<file path="src/rtl/core/i2cm_pkg.sv">
`default_nettype none
// ----------------------------------------------------------------------------
// i2cm_pkg
// Shared types and constants of the I2C master byte engine.
// ----------------------------------------------------------------------------
package i2cm_pkg;

    localparam int unsigned DATA_BITS  = 8;
    localparam int unsigned CNT_W      = 4;
    localparam int unsigned CMD_W      = 2;
    localparam int unsigned IN_TDATA_W = 16;
    localparam int unsigned OUT_TDATA_W = 16;

    localparam logic [CMD_W-1:0] CMD_TICK  = 2'd0;
    localparam logic [CMD_W-1:0] CMD_WRITE = 2'd1;
    localparam logic [CMD_W-1:0] CMD_READ  = 2'd2;

    localparam logic [CNT_W-1:0] BITS_LAST = CNT_W'(DATA_BITS);

    typedef struct packed {
        logic [CMD_W-1:0]     command;
        logic                 send_start;
        logic                 send_stop;
        logic [DATA_BITS-1:0] tx_data;
        logic                 ack_after_read;
        logic                 sda_sample;
        logic                 scl_sample;
    } t_in_item;

    typedef struct packed {
        logic                 sda_drive_low;
        logic                 scl_drive_low;
        logic                 busy_res;
        logic                 done_res;
        logic [DATA_BITS-1:0] rx_data;
        logic                 nack;
        logic                 command_rejected;
    } t_result;

endpackage
`default_nettype wire

</file>
<file path="src/rtl/core/i2cm_in_stage.sv">
`default_nettype none
// ----------------------------------------------------------------------------
// i2cm_in_stage
// Input register; refills in the same cycle the engine takes its request.
// ----------------------------------------------------------------------------
module i2cm_in_stage
    import i2cm_pkg::*;
(
    input  wire logic     i_clk,
    input  wire logic     i_rst_n,
    input  wire logic     i_valid,
    input  wire t_in_item i_item,
    output logic          o_ready,
    input  wire logic     i_take,
    output logic          o_valid,
    output t_in_item      o_item
);

    logic     r_valid;
    t_in_item r_item;

    assign o_ready = !r_valid || i_take;
    assign o_valid = r_valid;
    assign o_item  = r_item;

    always_ff @(posedge i_clk) begin
        if (!i_rst_n) begin
            r_valid <= 1'b0;
        end else if (o_ready) begin
            r_valid <= i_valid;
        end
        if (o_ready && i_valid) begin
            r_item <= i_item;
        end
    end

endmodule
`default_nettype wire

</file>
<file path="src/rtl/core/i2cm_engine.sv">
`default_nettype none
// ----------------------------------------------------------------------------
// i2cm_engine
// Pin-step state machine and result register; one request per cycle while the result is taken.
// ----------------------------------------------------------------------------
module i2cm_engine
    import i2cm_pkg::*;
(
    input  wire logic     i_clk,
    input  wire logic     i_rst_n,
    input  wire logic     i_stretch_en,
    input  wire logic     i_valid,
    input  wire t_in_item i_item,
    output logic          o_take,
    input  wire logic     i_out_ready,
    output logic          o_out_valid,
    output t_result       o_result
);

    typedef enum logic [4:0] {
        PH_IDLE        = 5'd0,
        PH_RS_SDA_REL  = 5'd1,
        PH_RS_SCL_REL  = 5'd2,
        PH_ST_SDA_REL  = 5'd3,
        PH_ST_SDA_LOW  = 5'd4,
        PH_ST_SCL_LOW  = 5'd5,
        PH_BIT_SDA     = 5'd6,
        PH_BIT_SCL_REL = 5'd7,
        PH_BIT_SCL_LOW = 5'd8,
        PH_SP_SDA_LOW  = 5'd9,
        PH_SP_SCL_REL  = 5'd10,
        PH_SP_SDA_REL  = 5'd11
    } t_phase;

    t_phase               r_phase, n_phase;
    logic [CNT_W-1:0]     r_bit_count, n_bit_count;
    logic [DATA_BITS-1:0] r_shift, n_shift;
    logic                 r_start_sent, n_start_sent;
    logic                 r_op_is_read, n_op_is_read;
    logic                 r_stop_pending, n_stop_pending;
    logic                 r_ack_pending, n_ack_pending;
    logic                 r_nack_flag, n_nack_flag;
    logic                 r_sda_low, n_sda_low;
    logic                 r_scl_low, n_scl_low;
    logic                 r_out_valid;
    t_result              r_result, n_result;

    logic is_cmd;
    logic held;
    logic done;
    logic rejected;
    logic reading;
    logic data_phase;

    assign o_take      = i_valid && (!r_out_valid || i_out_ready);
    assign o_out_valid = r_out_valid;
    assign o_result    = r_result;

    assign is_cmd = (i_item.command == CMD_WRITE) || (i_item.command == CMD_READ);
    assign held   = i_stretch_en && !i_item.scl_sample;

    always_comb begin
        n_phase        = r_phase;
        n_bit_count    = r_bit_count;
        n_shift        = r_shift;
        n_start_sent   = r_start_sent;
        n_op_is_read   = r_op_is_read;
        n_stop_pending = r_stop_pending;
        n_ack_pending  = r_ack_pending;
        n_nack_flag    = r_nack_flag;
        n_sda_low      = r_sda_low;
        n_scl_low      = r_scl_low;
        done           = 1'b0;
        rejected       = 1'b0;
        reading        = 1'b0;
        data_phase     = 1'b0;

        if (r_phase != PH_IDLE) begin
            rejected = is_cmd;
        end else if (is_cmd) begin
            n_op_is_read   = (i_item.command == CMD_READ);
            n_shift        = n_op_is_read ? '0 : i_item.tx_data;
            n_ack_pending  = n_op_is_read ? i_item.ack_after_read : 1'b0;
            n_stop_pending = i_item.send_stop;
            n_nack_flag    = 1'b0;
            n_bit_count    = '0;
            if (i_item.send_start) begin
                n_phase = r_start_sent ? PH_RS_SDA_REL : PH_ST_SDA_REL;
            end else begin
                n_phase = PH_BIT_SDA;
            end
        end

        data_phase = (n_bit_count < BITS_LAST);
        reading    = n_op_is_read ? data_phase : !data_phase;

        unique case (n_phase)
            PH_IDLE: begin
            end
            PH_RS_SDA_REL: begin
                n_sda_low = 1'b0;
                n_phase   = PH_RS_SCL_REL;
            end
            PH_RS_SCL_REL: begin
                n_scl_low = 1'b0;
                n_phase   = PH_ST_SDA_REL;
            end
            PH_ST_SDA_REL: begin
                if (!(n_start_sent && held)) begin
                    n_sda_low = 1'b0;
                    n_phase   = PH_ST_SDA_LOW;
                end
            end
            PH_ST_SDA_LOW: begin
                n_sda_low = 1'b1;
                n_phase   = PH_ST_SCL_LOW;
            end
            PH_ST_SCL_LOW: begin
                n_scl_low    = 1'b1;
                n_start_sent = 1'b1;
                n_phase      = PH_BIT_SDA;
            end
            PH_BIT_SDA: begin
                if (reading) begin
                    n_sda_low = 1'b0;
                end else if (data_phase) begin
                    n_sda_low = !n_shift[DATA_BITS-1];
                end else begin
                    n_sda_low = n_ack_pending;
                end
                n_phase = PH_BIT_SCL_REL;
            end
            PH_BIT_SCL_REL: begin
                n_scl_low = 1'b0;
                n_phase   = PH_BIT_SCL_LOW;
            end
            PH_BIT_SCL_LOW: begin
                if (!held) begin
                    if (data_phase) begin
                        n_shift = {n_shift[DATA_BITS-2:0],
                                   n_op_is_read & i_item.sda_sample};
                    end else if (!n_op_is_read) begin
                        n_nack_flag = i_item.sda_sample;
                    end
                    n_scl_low = 1'b1;
                    if (!data_phase) begin
                        n_bit_count = '0;
                        if (n_stop_pending) begin
                            n_phase = PH_SP_SDA_LOW;
                        end else begin
                            n_phase = PH_IDLE;
                            done    = 1'b1;
                        end
                    end else begin
                        n_bit_count = n_bit_count + CNT_W'(1);
                        n_phase     = PH_BIT_SDA;
                    end
                end
            end
            PH_SP_SDA_LOW: begin
                n_sda_low = 1'b1;
                n_phase   = PH_SP_SCL_REL;
            end
            PH_SP_SCL_REL: begin
                n_scl_low = 1'b0;
                n_phase   = PH_SP_SDA_REL;
            end
            PH_SP_SDA_REL: begin
                if (!held) begin
                    n_sda_low    = 1'b0;
                    n_start_sent = 1'b0;
                    n_phase      = PH_IDLE;
                    done         = 1'b1;
                end
            end
            default: begin
                n_phase = PH_IDLE;
            end
        endcase

        n_result.sda_drive_low    = n_sda_low;
        n_result.scl_drive_low    = n_scl_low;
        n_result.busy_res         = (n_phase != PH_IDLE);
        n_result.done_res         = done;
        n_result.rx_data          = (done && n_op_is_read) ? n_shift : '0;
        n_result.nack             = done && !n_op_is_read && n_nack_flag;
        n_result.command_rejected = rejected;
    end

    always_ff @(posedge i_clk) begin
        if (!i_rst_n) begin
            r_phase        <= PH_IDLE;
            r_bit_count    <= '0;
            r_shift        <= '0;
            r_start_sent   <= 1'b0;
            r_op_is_read   <= 1'b0;
            r_stop_pending <= 1'b0;
            r_ack_pending  <= 1'b0;
            r_nack_flag    <= 1'b0;
            r_sda_low      <= 1'b0;
            r_scl_low      <= 1'b0;
            r_out_valid    <= 1'b0;
        end else begin
            if (o_take) begin
                r_phase        <= n_phase;
                r_bit_count    <= n_bit_count;
                r_shift        <= n_shift;
                r_start_sent   <= n_start_sent;
                r_op_is_read   <= n_op_is_read;
                r_stop_pending <= n_stop_pending;
                r_ack_pending  <= n_ack_pending;
                r_nack_flag    <= n_nack_flag;
                r_sda_low      <= n_sda_low;
                r_scl_low      <= n_scl_low;
                r_out_valid    <= 1'b1;
            end else if (i_out_ready) begin
                r_out_valid    <= 1'b0;
            end
        end
        if (o_take) begin
            r_result <= n_result;
        end
    end

endmodule
`default_nettype wire

</file>
<file path="src/rtl/core/i2c_master_byte_engine_core.sv">
`default_nettype none
// ----------------------------------------------------------------------------
// i2c_master_byte_engine_core
// Open-drain I2C master byte engine, one pin step per request.
// ----------------------------------------------------------------------------
// Each slave request is one tick: the current SDA/SCL samples plus an
// optional command (tuser: 0 tick, 1 byte write, 2 byte read). Each
// request returns exactly one result on the master side with the new pin
// drives, busy/done, received byte, nack and a rejected-command flag.
// Drive the open-drain pads from sda/scl_drive_low of each result.
// A request passes the input register, then the state machine and result
// register. Throughput: one request per cycle while the master side takes
// results; the state update of the pin sequencer settles combinationally,
// so requests stream back to back.
// A stalled master side holds the result register; the input register
// still takes one more request, then s_axis_tready drops until the
// result is taken.
// Reset (synchronous, active low) returns to idle with both lines
// released and clock stretching disabled. i_cfg_we/i_cfg_wdata set
// clock_stretch_enable; write it only while no request is in flight.
// ----------------------------------------------------------------------------
module i2c_master_byte_engine_core
    import i2cm_pkg::*;
(
    input  wire logic                   i_clk,
    input  wire logic                   i_rst_n,
    input  wire logic                   i_cfg_we,
    input  wire logic                   i_cfg_wdata,
    input  wire logic                   s_axis_tvalid,
    output logic                        s_axis_tready,
    // [0] send_start, [1] send_stop, [9:2] tx_data, [10] ack_after_read,
    // [11] sda_sample, [12] scl_sample, [15:13] zero
    input  wire logic [IN_TDATA_W-1:0]  s_axis_tdata,
    // [1:0] command
    input  wire logic [CMD_W-1:0]       s_axis_tuser,
    output logic                        m_axis_tvalid,
    input  wire logic                   m_axis_tready,
    // [0] sda_drive_low, [1] scl_drive_low, [2] busy_res, [3] done_res,
    // [11:4] rx_data, [12] nack, [13] command_rejected, [15:14] zero
    output logic [OUT_TDATA_W-1:0]      m_axis_tdata
);

    logic     r_stretch_en;
    t_in_item in_item;
    t_in_item stage_item;
    logic     stage_valid;
    logic     take;
    t_result  result;

    always_ff @(posedge i_clk) begin
        if (!i_rst_n) begin
            r_stretch_en <= 1'b0;
        end else if (i_cfg_we) begin
            r_stretch_en <= i_cfg_wdata;
        end
    end

    assign in_item.command        = s_axis_tuser;
    assign in_item.send_start     = s_axis_tdata[0];
    assign in_item.send_stop      = s_axis_tdata[1];
    assign in_item.tx_data        = s_axis_tdata[9:2];
    assign in_item.ack_after_read = s_axis_tdata[10];
    assign in_item.sda_sample     = s_axis_tdata[11];
    assign in_item.scl_sample     = s_axis_tdata[12];

    i2cm_in_stage u_in_stage (
        .i_clk   (i_clk),
        .i_rst_n (i_rst_n),
        .i_valid (s_axis_tvalid),
        .i_item  (in_item),
        .o_ready (s_axis_tready),
        .i_take  (take),
        .o_valid (stage_valid),
        .o_item  (stage_item)
    );

    i2cm_engine u_engine (
        .i_clk        (i_clk),
        .i_rst_n      (i_rst_n),
        .i_stretch_en (r_stretch_en),
        .i_valid      (stage_valid),
        .i_item       (stage_item),
        .o_take       (take),
        .i_out_ready  (m_axis_tready),
        .o_out_valid  (m_axis_tvalid),
        .o_result     (result)
    );

    assign m_axis_tdata = {2'b00,
                           result.command_rejected,
                           result.nack,
                           result.rx_data,
                           result.done_res,
                           result.busy_res,
                           result.scl_drive_low,
                           result.sda_drive_low};

    a_done_not_busy: assert property (@(posedge i_clk) disable iff (!i_rst_n)
        m_axis_tvalid && m_axis_tdata[3] |-> !m_axis_tdata[2])
        else $error("done reported while still busy");

    a_rx_nack_excl: assert property (@(posedge i_clk) disable iff (!i_rst_n)
        m_axis_tvalid |-> !(m_axis_tdata[12] && (m_axis_tdata[11:4] != '0)))
        else $error("rx data and nack in the same result");

    a_done_lines: assert property (@(posedge i_clk) disable iff (!i_rst_n)
        m_axis_tvalid && m_axis_tdata[3] |-> (m_axis_tdata[1] || !m_axis_tdata[0]))
        else $error("done with SCL released and SDA held low");

    a_take_moves: assert property (@(posedge i_clk) disable iff (!i_rst_n)
        take |=> m_axis_tvalid)
        else $error("engine step produced no result");

endmodule
`default_nettype wire
</file>
<file path="config.mk">
export PLATFORM = sky130hd
export DESIGN_NAME = i2c_master_byte_engine_core
export DESIGN_NICKNAME = d
export VERILOG_FILES = /design/src/rtl/core/i2cm_pkg.sv /design/src/rtl/core/i2cm_in_stage.sv /design/src/rtl/core/i2cm_engine.sv /design/src/rtl/core/i2c_master_byte_engine_core.sv
export SDC_FILE = /design/constraint.sdc
export NUM_CORES = 1
export LEC_CHECK = 0
export BUFFER_PORTS_ARGS = -buffer_cell sky130_fd_sc_hd__buf_2
export CORE_UTILIZATION = 60
export CTS_CLUSTER_SIZE = 12
export DETAILED_ROUTE_END_ITERATION = 6
export HOLD_SLACK_MARGIN = 0.12
export PLACE_DENSITY = 0.8
export REMOVE_ABC_BUFFERS = 1
export SYNTH_ARGS = -nofsm -noshare
export SYNTH_HDL_FRONTEND = slang
export SYNTH_SLANG_ARGS = --single-unit
export TNS_END_PERCENT = 100
</file>
<file path="constraint.sdc">
create_clock -name i_clk -period 4.17 [get_ports i_clk]
set_input_delay 0.417 -clock i_clk [delete_from_list [all_inputs] [get_ports i_clk]]
set_output_delay 0.417 -clock i_clk [all_outputs]
set_load 0.05 [all_outputs]
</file>
# == Yosys cells after proc, flatten, opt, wreduce, memory -nomap -nowiden ==
# Index checks and enable logic that the tools add are counted.
# classes
add_sub_neg,1
n_mul,0
div,0
magnitude_cmp,1
n_eq_ne,14
n_shift,0
muxes,51
bitwise_logic,1
n_reduce_logical,24
# op_table
operator,n
case mux 5 bit (12 select lines),1
2-to-1 mux 8 bit,6
2-to-1 mux 5 bit,6
2-to-1 mux 4 bit,7
2-to-1 mux 1 bit,26
"equality test 5 x 3 -> 1 bit, second input constant",4
"equality test 5 x 4 -> 1 bit, second input constant",4
"equality test 5 x 2 -> 1 bit, second input constant",2
nonzero test 5 bit,2
logical AND 1 bit,7
zero test 1 bit,6
"equality test 5 x 1 -> 1 bit, second input constant",1
zero test 5 bit,1
case mux 1 bit (5 select lines),1
"adder 4 x 1 -> 4 bit, second input constant",1
"less-than comparator 4 bit, second input constant",1
case mux 1 bit (2 select lines),2
nonzero test 2 bit,2
logical OR 1 bit,3
case mux 1 bit (3 select lines),1
AND reduction 3 bit,1
OR reduction 3 bit,1
"equality test 2 x 1 -> 1 bit, second input constant",1
"equality test 2 bit, second input constant",1
4 further kinds,4
# totals
register_bits,56
latchBits,0
ramBits,0
romBits,0
inputBits,24
word_cells,119
memories,0

# == Longest topological paths before layout ==
# Gate-level depths: netlist (run 1).
# depth
ltp_word,10
depth_mapped,11
ltp_nobuf,9

# == By module ==
# Synthesis (run 1) repeated with hierarchy kept, for this count alone.
# unflattened
hier_cells,281
area_unflattened_um2,2813.9
# modules_own_cells
mod,instances,cells_each,area_per_inst_um2,seq_area_each_um2
i2cm_engine,1,255,2250.9,920.9
i2cm_in_stage,1,20,508.0,470.5
i2c_master_byte_engine_core,1,6,55.1,20.0

# == Worst setup path before layout (run 1) ==
# Ideal clock, no wire load.
# synth_path
kind,register -> register
startpoint,register u_in_stage.r_item (netlist bit u_in_stage.o_item[14])
endpoint,register u_engine.r_result (netlist bit u_engine.o_result[3]) (data pin)
setup_ps,252
t_arrival_ps,1989
required_ps,3918
slack_ps,1929
path_stages_with_launch,10
period_less_slack_ps,2241
cell_sequence,edfxtp_1 ha_1 buf_2 or3_1 buf_4 nor2_8 mux2_4 or3b_1 buf_6 nor2_2
# synth_via
elab_chain_cells,9
# synth_lines
element,line_no,source
"start, declared",i2cm_in_stage.sv:20,t_in_item r_item;
"start signal, assigned",i2cm_in_stage.sv:33,r_item <= i_item;
equality test 2 x 1 -> 1 bit / equality test 2 bit (equally long branches),"i2cm_engine.sv:59, i2cm_engine.sv:81",
logical OR 1 bit,i2cm_engine.sv:59,assign is_cmd = (i_item.command == CMD_WRITE) || (i_item.command == CMD_READ);
2-to-1 mux 4 bit / 2-to-1 mux 1 bit (equally long branches),i2cm_engine.sv:80,end else if (is_cmd) begin
2-to-1 mux 4 bit / 2-to-1 mux 1 bit (equally long branches),i2cm_engine.sv:78,if (r_phase != PH_IDLE) begin
less-than comparator 4 bit / 2-to-1 mux 1 bit (equally long branches),"i2cm_engine.sv:94, i2cm_engine.sv:148",
2-to-1 mux 1 bit,i2cm_engine.sv:146,if (!data_phase) begin
2-to-1 mux 1 bit,i2cm_engine.sv:138,if (!held) begin
case mux 1 bit (2 select lines),i2cm_engine.sv:97,unique case (n_phase)
logical AND 1 bit,i2cm_engine.sv:185,n_result.rx_data = (done && n_op_is_read) ? n_shift : '0;
"end signal, assigned",i2cm_engine.sv:221,r_result <= n_result;
"end, declared",i2cm_engine.sv:46,"t_result r_result, n_result;"
# Parallel ways exist; a longest one is shown, timed or not.
# A chain may end at the register's enable or synchronous reset.

# == Final worst setup path (run 1) ==
# layout_path
startpoint,register u_engine.r_phase[2]
endpoint,register u_engine.r_result (netlist bit u_engine.o_result[2]) (data pin)
# layout_via
elab_chain_cells,7
# layout_lines
element,line_no,source
"start, declared",i2cm_engine.sv:35,"t_phase r_phase, n_phase;"
"start signal, assigned",i2cm_engine.sv:205,r_phase <= n_phase;
nonzero test 5 bit,i2cm_engine.sv:78,
2-to-1 mux 4 bit / 2-to-1 mux 1 bit (equally long branches),i2cm_engine.sv:78,
less-than comparator 4 bit / 2-to-1 mux 1 bit (equally long branches),"i2cm_engine.sv:94, i2cm_engine.sv:148",
2-to-1 mux 1 bit,i2cm_engine.sv:146,
2-to-1 mux 1 bit,i2cm_engine.sv:138,
case mux 1 bit (2 select lines),i2cm_engine.sv:97,
logical AND 1 bit,i2cm_engine.sv:185,
# Parallel ways exist; a longest one is shown, timed or not.

==> results of run 1 <==
[layout make-up]
cell class,instances,area [um^2],area share [%]
well taps,52,65.1,2.13
multi-input cells,197,1220,40.0
repair buffers,38,195,6.39
inverters,13,48.8,1.60
clock buffers,6,72.6,2.38
clock inverters,2,38.8,1.27
flip-flops and latches,56,1410,46.2
[per-layer routing]
layer / vias to the layer above / share of wire [%]
li1: 1085 / -
met5: - / 0
met3: 11 / 6.8
met1: 1042 / 46
met4: 0 / 1.7
met2: 105 / 46
[flip-flops by register name, indices dropped and copies added (netlist names), 4 cells and up]
register and cells:
u_engine.o_result 14, u_engine.r_bit_count 4, u_engine.r_phase 5, u_engine.r_shift 8, u_in_stage.o_item 15
[through the flow]
stage	worst slack (ps)	utilization (%)
6_report	1500	69.2
5_1_grt	1340	69.2
4_1_cts	1520	69.2
3_5_place_dp	1550	66.7
3_3_place_gp	1590	66.7
2_1_floorplan	1630	-
[kinds of logic after synthesis]
| family | share of synthesized area [%] |
|---|---|
| and+or+nand+nor | 22.9 |
| AOI/OAI and AO/OA | 14.8 |
| DFF | 50.4 |
| buffers and inverters | 6.07 |
| muxes | 4.47 |
| adders and majority gates | 1.25 |
| other | 0.134 |
[cell usage in the layout, fill, tap and decap left out, types with 7 or more instances in the layout]
master / Yosys / final
edfxtp_1: 29 / 29
dfxtp_1: 27 / 27
mux2_2: 7 / 7
nand3_1: 17 / 17
nor3_1: 7 / 7
nor2_1: 18 / 18
nand2_1: 15 / 15
o21ai_0: 21 / 21
nor2b_1: 9 / 9
nor4_1: 8 / 8
a21oi_1: 20 / 20
inv_1: 12 / 12
buf_2: 4 / 36
nor2_2: 7 / 7
[how the worst max path moves through the flow]
stage,cells past startpoint,endpoint
after global routing,7,u_engine.r_bit_count[2]$_SDFFE_PN0P_
after detailed placement,6,u_engine.o_result[2]$_SDFFCE_PN0P_
after floorplan,6,u_engine.r_bit_count[0]$_SDFFE_PN0P_
final,5,u_engine.o_result[2]$_SDFFCE_PN0P_
after CTS,6,u_engine.o_result[2]$_SDFFCE_PN0P_
after global placement,6,u_engine.o_result[6]$_SDFFCE_PN0P_
[power by group through the flow]
stage	registers, mW	clock network (mW)	logic [mW]
6_report	0.629	0.358	0.192
5_1_grt	0.632	0.383	0.209
3_5_place_dp	0.641	0	0.188
2_1_floorplan	0.663	0	0.114
4_1_cts	0.628	0.359	0.190
3_3_place_gp	0.640	0	0.185
==> metrics.csv, run 1 <==
metric;value;unit
port_buffers;36;
ys_top_cells_by_area;edfxtp_1 31%, dfxtp_1 19%, o21ai_0 3.8%;
cts_tree;built;
clk_latency;320;ps
cts.sinks;56;
p_per_area;386;nW/um^2
ff2ff_path_depth;5;
synthToLayoutAreaGrowth;9.07;%
critPathCaptureType;register;
drc_errors;0;
synth_area_leader_cell;edfxtp_1;
min_from;s_axis_tdata[2];
crit_fanout;21;
rsz0062_at_grt;no;
rr_endpoint;u_engine.o_result[2]$_SDFFCE_PN0P_;
power_frac_seq;53.3;%
num-fill-cells;339;
ys_ff_latch;56;
power.total;1.18;mW
switching_share;27.7;%
syn-mean-instance-area;9.76;um^2
fin_nets;337;
fin_setup_tns;0;ps
ir_drop;0.000260;V
rr_startpoint;u_engine.r_phase[2]$_SDFFE_PN0P_;
cp-start-kind;register;
placed_cells;356;
dpl_cell_area;2940;um^2
grtUsageMet3;3.90;%
syn_inst;287;
grt_pass1_wl;9340;um
num_rows;24;
grt_overflow;0;
grt_start_max_net_pins;33;
wire_per_inst;15.4;um
layout-drive-gt1-share;21.5;%
initial_core_util;63.5;%
hold_depth;1;
min_to;u_in_stage.o_item[3]$_DFFE_PP_;
ys_top_cells_by_count;29 x edfxtp_1, 27 x dfxtp_1, 21 x o21ai_0, 20 x a21oi_1, 18 x nor2_1;
gr-usage-met1;32.8;%
cts.htree.levels;2;
cts_root_buffer;clkbuf_8;
final_antenna_net_count;0;
netlist_area;2800;um^2
max_clock_freq;375;MHz
grt_pass1_vias;1974;
comb_power_share;16.3;%
use_met2;38.0;%
io_pins;42;
antenna_cells;0;
grt_use_total;24.1;%
fin_area;3060;um^2
period_share;64.0;%
hold_viol;0;
die_w;70.3;um
synth_edf_count;29;
cts_resized;0;
hold-worst-slack;274;ps
yosys_warnings;0;
ys_seq_area_share;50.4;%
crit_slowest_cell;dfxtp_1;
post_cts_buffers;0;
criticalPathCategory;register to register;
yosysUniqueCellTypes;57;
core_area;4410;um^2
fin_crit;2670;ps
ys.flop_type;edfxtp_1;
hpwl;3750;um
vias;2243;
max_slew_margin;39.0;%
finalWirelength;5620;um
stdcell_count;364;
first_iter_violations;304;
fp.dieArea;4950;um^2
path_clk_slew;100;ps
power.leakage;1.12;nW
viasPerCell;6.16;
power.internal;0.852;mW
startpoint;u_engine.r_phase[2]$_SDFFE_PN0P_;
gp_congestion;0.968;
crit_family;simple AND/OR/NAND/NOR gates;
drv_cap;0;
power.share.clock;30.4;%
r2r_setup_slack;1500;ps
worst-path-buf-inv;0;
yosysMostFrequentCell;edfxtp_1;
synthDominantCellAreaShare;31.1;%
dr.pass1.iters;5;
crit_chain;or3_1, o21ai_1, o31a_1, or3b_1, a21oi_2;
clk_path_buf_depth;2;
hold_class;input pin to register;
clock_skew;13.1;ps
required;4350;ps
cp.arrival;2850;ps
grt_busiest_layer;met2;
async_reset_ff_share;0;%
power.switching;0.326;mW
cts_hold_buf;0;
status;complete, no violations;
antenna_found_initial;0;
maxSlewViolCount;0;
setup_viol;0;
critPathMaxStageDelay;760;ps
cts-buffers-inserted;5;
tightest_slew;911;ps
die_y;70.3;um
Power figures use the tool's default switching activity.
==> run 2, diff against run 1 <==
--- a/config.mk
+++ b/config.mk
@@ -6,11 +6,11 @@
 export NUM_CORES = 1
 export LEC_CHECK = 0
 export BUFFER_PORTS_ARGS = -buffer_cell sky130_fd_sc_hd__buf_2
-export CORE_UTILIZATION = 60
+export CORE_UTILIZATION = 56
 export CTS_CLUSTER_SIZE = 12
 export DETAILED_ROUTE_END_ITERATION = 6
 export HOLD_SLACK_MARGIN = 0.12
-export PLACE_DENSITY = 0.8
+export PLACE_DENSITY = 0.76
 export REMOVE_ABC_BUFFERS = 1
 export SYNTH_ARGS = -nofsm -noshare
 export SYNTH_HDL_FRONTEND = slang
==> constraint.sdc (replaced) <==
create_clock -name i_clk -period 2.65 [get_ports i_clk]
set_input_delay 0.265 -clock i_clk [delete_from_list [all_inputs] [get_ports i_clk]]
set_output_delay 0.265 -clock i_clk [all_outputs]
set_load 0.05 [all_outputs]
==> metrics.csv, run 2 (same netlist as run 1, synthesis figures left out) <==
metric;value;unit
final_util;69.2;%
required;2840;ps
cp.arrival;2490;ps
crit_fanout;11;
final_cell_mix;36 x buf_2, 29 x edfxtp_1, 27 x dfxtp_1, 21 x o21ai_0, 20 x a21oi_1;
antenna_cells;0;
maxSlewViolCount;0;
rsz0062_at_grt;no;
clock_skew;9.83;ps
wire_per_inst;14.6;um
cts_root_buffer;clkbuf_8;
largest_reg_flops;15;
core_area;4750;um^2
vias;2284;
hold_class;input pin to register;
fin_setup_tns;0;ps
critPathMaxStageDelay;540;ps
cts-buffers-inserted;5;
grt_start_max_net_pins;33;
layout-drive-gt1-share;22.7;%
wl_met2;2800;um
finalWirelength;5880;um
max_clock_freq;434;MHz
cts.htree.levels;2;
ir_drop;0.000416;V
num_rows;25;
crit_chain;or3_1, o21ai_1, o31a_1, or3b_1, buf_4, nor2_2;
post_cts_buffers;0;
period_share;86.9;%
path_clk_slew;100;ps
setup_viol;0;
clk_path_buf_depth;2;
crit_family;simple AND/OR/NAND/NOR gates;
cts.sinks;56;
cts_tree;built;
die_w;72.7;um
critPathCaptureType;register;
fin_crit;2300;ps
p_per_area;579;nW/um^2
gp_congestion;0.874;
fin_nets;360;
fin_ws;346;ps
routed.top_layer;met4;
grt_pass1_wl;9240;um
criticalPathCategory;register to register;
wl_met3;324;um
clk_latency;320;ps
grt_pass1_vias;1955;
cts_resized;0;
hpwl;3930;um
worst-path-buf-inv;1;
cp-start-kind;register;
io_pins;42;
viasPerCell;5.68;
antenna_found_initial;0;
status;complete, no violations;
grt_overflow;0;
crit_slowest_cell;dfxtp_1;
initial_core_util;58.9;%
drv_cap;0;
pre_cts_ws;391;ps
dr.pass1.iters;4;
drc_errors;0;
mostFrequentLayoutCell;buf_2;
hold_viol;0;
first_iter_violations;191;
power.leakage;1.23;nW
max_slew_margin;55.7;%
fp.dieArea;5290;um^2
tightest_slew;663;ps
grt_use_total;23.1;%
cts_hold_buf;11;
wl_met1;2650;um
port_buffers;36;
synthToLayoutAreaGrowth;17.4;%
final_antenna_net_count;0;
die_y;72.7;um
run 2: final timing paths:
kind                               startpoint                                 end  slack (ps)  cells past startpoint
max          u_engine.r_phase[3]$_SDFFE_PN0P_  u_engine.o_result[8]$_SDFFCE_PN0P_         350                      6
min                             s_axis_tvalid     u_in_stage.o_valid$_SDFFE_PN0N_         200                      3
max reg2reg  u_engine.r_phase[3]$_SDFFE_PN0P_  u_engine.o_result[8]$_SDFFCE_PN0P_         350                      6
min reg2reg  u_engine.r_shift[4]$_SDFFE_PN0P_    u_engine.r_shift[4]$_SDFFE_PN0P_         490                      2
run 2: per-stage QoR:
| stage | hold slack, ps | std cells | instance area [um^2] | power [mW] |
|---|---|---|---|---|
| after floorplan | 364 | 266 | 2680 | 1.22 |
| after global placement | 441 | 379 | 3020 | 1.32 |
| after detailed placement | 443 | 379 | 3020 | 1.32 |
| after CTS | 121 | 398 | 3250 | 1.90 |
| after global routing | 209 | 402 | 3290 | 1.97 |
| final | 197 | 402 | 3290 | 1.91 |
run 2: where the power goes:
part | internal [mW] | switching (mW) | total (mW)
clock | 0.287 | 0.291 | 0.578
sequential | 0.956 | 0.0287 | 0.984
combinational | 0.129 | 0.214 | 0.343
run 2: metal layers:
metal	vias to the layer above	GRT usage, %
li1	1134	-
met5	-	0
met1	1061	32.1
met4	0	8.71
met3	7	4.14
met2	82	36.2
run 2: tightest hold or removal path: cells and delay by family:
family / cells / cell delay (ps)
AOI/OAI and AO/OA: 1 / 30
buffers and inverters: 1 / 90
and+or+nand+nor: 1 / 90
run 2: final cells by class:
cell class	count	area [um^2]
clock inverter	3	46.3
fill	393	1470
inverter	13	48.8
timing repair buffer	61	405
multi-input combinational	197	1220
clock buffer	5	68.8
sequential	56	1410
tap	67	83.8
==> run 3, diff against run 2 <==
--- a/config.mk
+++ b/config.mk
@@ -6,11 +6,11 @@
 export NUM_CORES = 1
 export LEC_CHECK = 0
 export BUFFER_PORTS_ARGS = -buffer_cell sky130_fd_sc_hd__buf_2
-export CORE_UTILIZATION = 56
+export CORE_UTILIZATION = 60
 export CTS_CLUSTER_SIZE = 12
 export DETAILED_ROUTE_END_ITERATION = 6
 export HOLD_SLACK_MARGIN = 0.12
-export PLACE_DENSITY = 0.76
+export PLACE_DENSITY = 0.8
 export REMOVE_ABC_BUFFERS = 1
 export SYNTH_ARGS = -nofsm -noshare
 export SYNTH_HDL_FRONTEND = slang
==> constraint.sdc (replaced) <==
create_clock -name i_clk -period 2.7 [get_ports i_clk]
set_input_delay 0.27 -clock i_clk [delete_from_list [all_inputs] [get_ports i_clk]]
set_output_delay 0.27 -clock i_clk [all_outputs]
set_load 0.05 [all_outputs]
==> metrics.csv, run 3 (same netlist as run 1, synthesis figures left out) <==
metric;value;unit
criticalPathCategory;register to register;
grt_use_total;23.8;%
core_area;4410;um^2
fin_setup_tns;0;ps
startpoint;u_in_stage.o_item[14]$_DFFE_PP_;
clk_path_buf_depth;2;
worst-path-buf-inv;0;
p_per_area;582;nW/um^2
fin_nets;351;
maxSlewViolCount;0;
gp_congestion;0.945;
fp.dieArea;4950;um^2
critPathCaptureType;register;
rsz0062_at_grt;no;
cp.arrival;2520;ps
grt_pass1_vias;1919;
pre_cts_ws;241;ps
cts_root_buffer;clkbuf_8;
status;complete, no violations;
critPathMaxStageDelay;520;ps
grt_start_max_net_pins;33;
rr_endpoint;u_engine.o_result[5]$_SDFFCE_PN0P_;
required;2770;ps
post_cts_buffers;0;
tightest_slew;617;ps
die_y;70.3;um
mostFrequentLayoutCell;buf_2;
vias;2236;
setup_viol;0;
crit_fanout;10;
first_iter_violations;267;
layout-drive-gt1-share;23.3;%
crit_slowest_cell;or3_1;
max_slew_margin;58.8;%
initial_core_util;63.5;%
multiInputGateArea;1220;um^2
hold_viol;0;
drc_errors;0;
antenna_found_initial;0;
largest_reg_flops;15;
regArea;1410;um^2
cts.sinks;56;
dr.pass1.iters;4;
final_antenna_net_count;0;
fin_crit;2450;ps
drv_cap;0;
die_w;70.3;um
max_clock_freq;408;MHz
hold_depth;1;
finalWirelength;5750;um
cp-endpoint;u_engine.o_result[5]$_SDFFCE_PN0P_;
ir_drop;0.000430;V
antenna_cells;0;
crit_family;simple AND/OR/NAND/NOR gates;
final_cell_mix;36 x buf_2, 29 x edfxtp_1, 27 x dfxtp_1, 21 x o21ai_0, 20 x a21oi_1;
clk_latency;320;ps
crit_chain;ha_1, or3_1, nor2_8, mux2_4, or3b_1, nor2_2;
viasPerCell;5.92;
grt_pass1_wl;9180;um
cp-start-kind;register;
path_clk_slew;100;ps
cp.depth;6;
io_pins;42;
grt_overflow;0;
num_rows;24;
num-fill-cells;338;
cts.htree.levels;2;
hold_class;input pin to register;
rr_startpoint;u_in_stage.o_item[14]$_DFFE_PP_;
synthToLayoutAreaGrowth;13.3;%
wire_per_inst;15.2;um
cts-buffers-inserted;5;
hpwl;3890;um
ff2ff_path_depth;6;
period_share;90.8;%
fin_ws;249;ps
r2r_setup_slack;250;ps
power.leakage;1.19;nW
cts_tree;built;
clock_skew;12.4;ps
port_buffers;36;
[run 3: cell count changes in the layout (fill, tap and decap cells not counted), sizes merged]
cell         change
dlygate4sd3     -10
buf              +1
clkinv           -1
clkbuf           +1
[run 3: power by group]
| group | internal (mW) | leakage [nW] | total (mW) | switching [mW] |
|---|---|---|---|---|
| clock network | 0.281 | 0.0558 | 0.555 | 0.274 |
| registers | 0.938 | 0.496 | 0.958 | 0.0200 |
| logic | 0.116 | 0.637 | 0.333 | 0.217 |
| total | 1.33 | 1.19 | 1.85 | 0.511 |
[run 3: worst min-delay path by stage]
stage	start	to	slack [ps]
after floorplan	s_axis_tdata[12]	u_in_stage.o_item[0]$_DFFE_PP_	370
after global placement	s_axis_tdata[9]	u_in_stage.o_item[10]$_DFFE_PP_	450
after detailed placement	s_axis_tdata[11]	u_in_stage.o_item[1]$_DFFE_PP_	450
after CTS	s_axis_tdata[11]	u_in_stage.o_item[1]$_DFFE_PP_	120
after global routing	s_axis_tuser[0]	u_in_stage.o_item[13]$_DFFE_PP_	120
final	s_axis_tdata[1]	u_in_stage.o_item[11]$_DFFE_PP_	120
[run 3: cell type report]
type / count / share of cell area (%)
repair buffers: 52 / 9.86
well taps: 52 / 2.05
flip-flops and latches: 56 / 44.5
clock inverters: 2 / 1.22
multi-input cells: 197 / 38.6
clock buffers: 6 / 2.29
inverters: 13 / 1.54
[run 3: stage by stage]
step	instance area (um^2)	total power [mW]	cells	utilization, %	hold slack, ps
2_1_floorplan	2680	1.20	266	-	369
3_3_place_gp	3010	1.29	365	68.2	446
3_5_place_dp	3010	1.30	365	68.2	448
4_1_cts	3120	1.84	373	70.7	122
5_1_grt	3170	1.91	378	71.9	120
6_report	3170	1.85	378	71.9	124
[run 3: layer usage]
| metal | global-route usage, % | vias up | share of wire, % |
|---|---|---|---|
| li1 | - | 1115 | - |
| met1 | 34.5 | 1032 | 46 |
| met2 | 36.1 | 84 | 46 |
| met3 | 4.33 | 5 | 6.4 |
| met4 | 7.33 | 0 | 1.1 |
| met5 | 0 | - | 0 |
[run 3: worst register-to-register path, stage by stage, from the launching register on]
cell and delay [ps]:
edfxtp_1 380, ha_1 300, or3_1 520, nor2_8 200
mux2_4 320, or3b_1 430, nor2_2 80
[run 3: timing repair]
item | in CTS | in global routing
hold buffers | 0 | 5
resized for setup | 0 | 0
hold endpoints to repair | 0 | 5
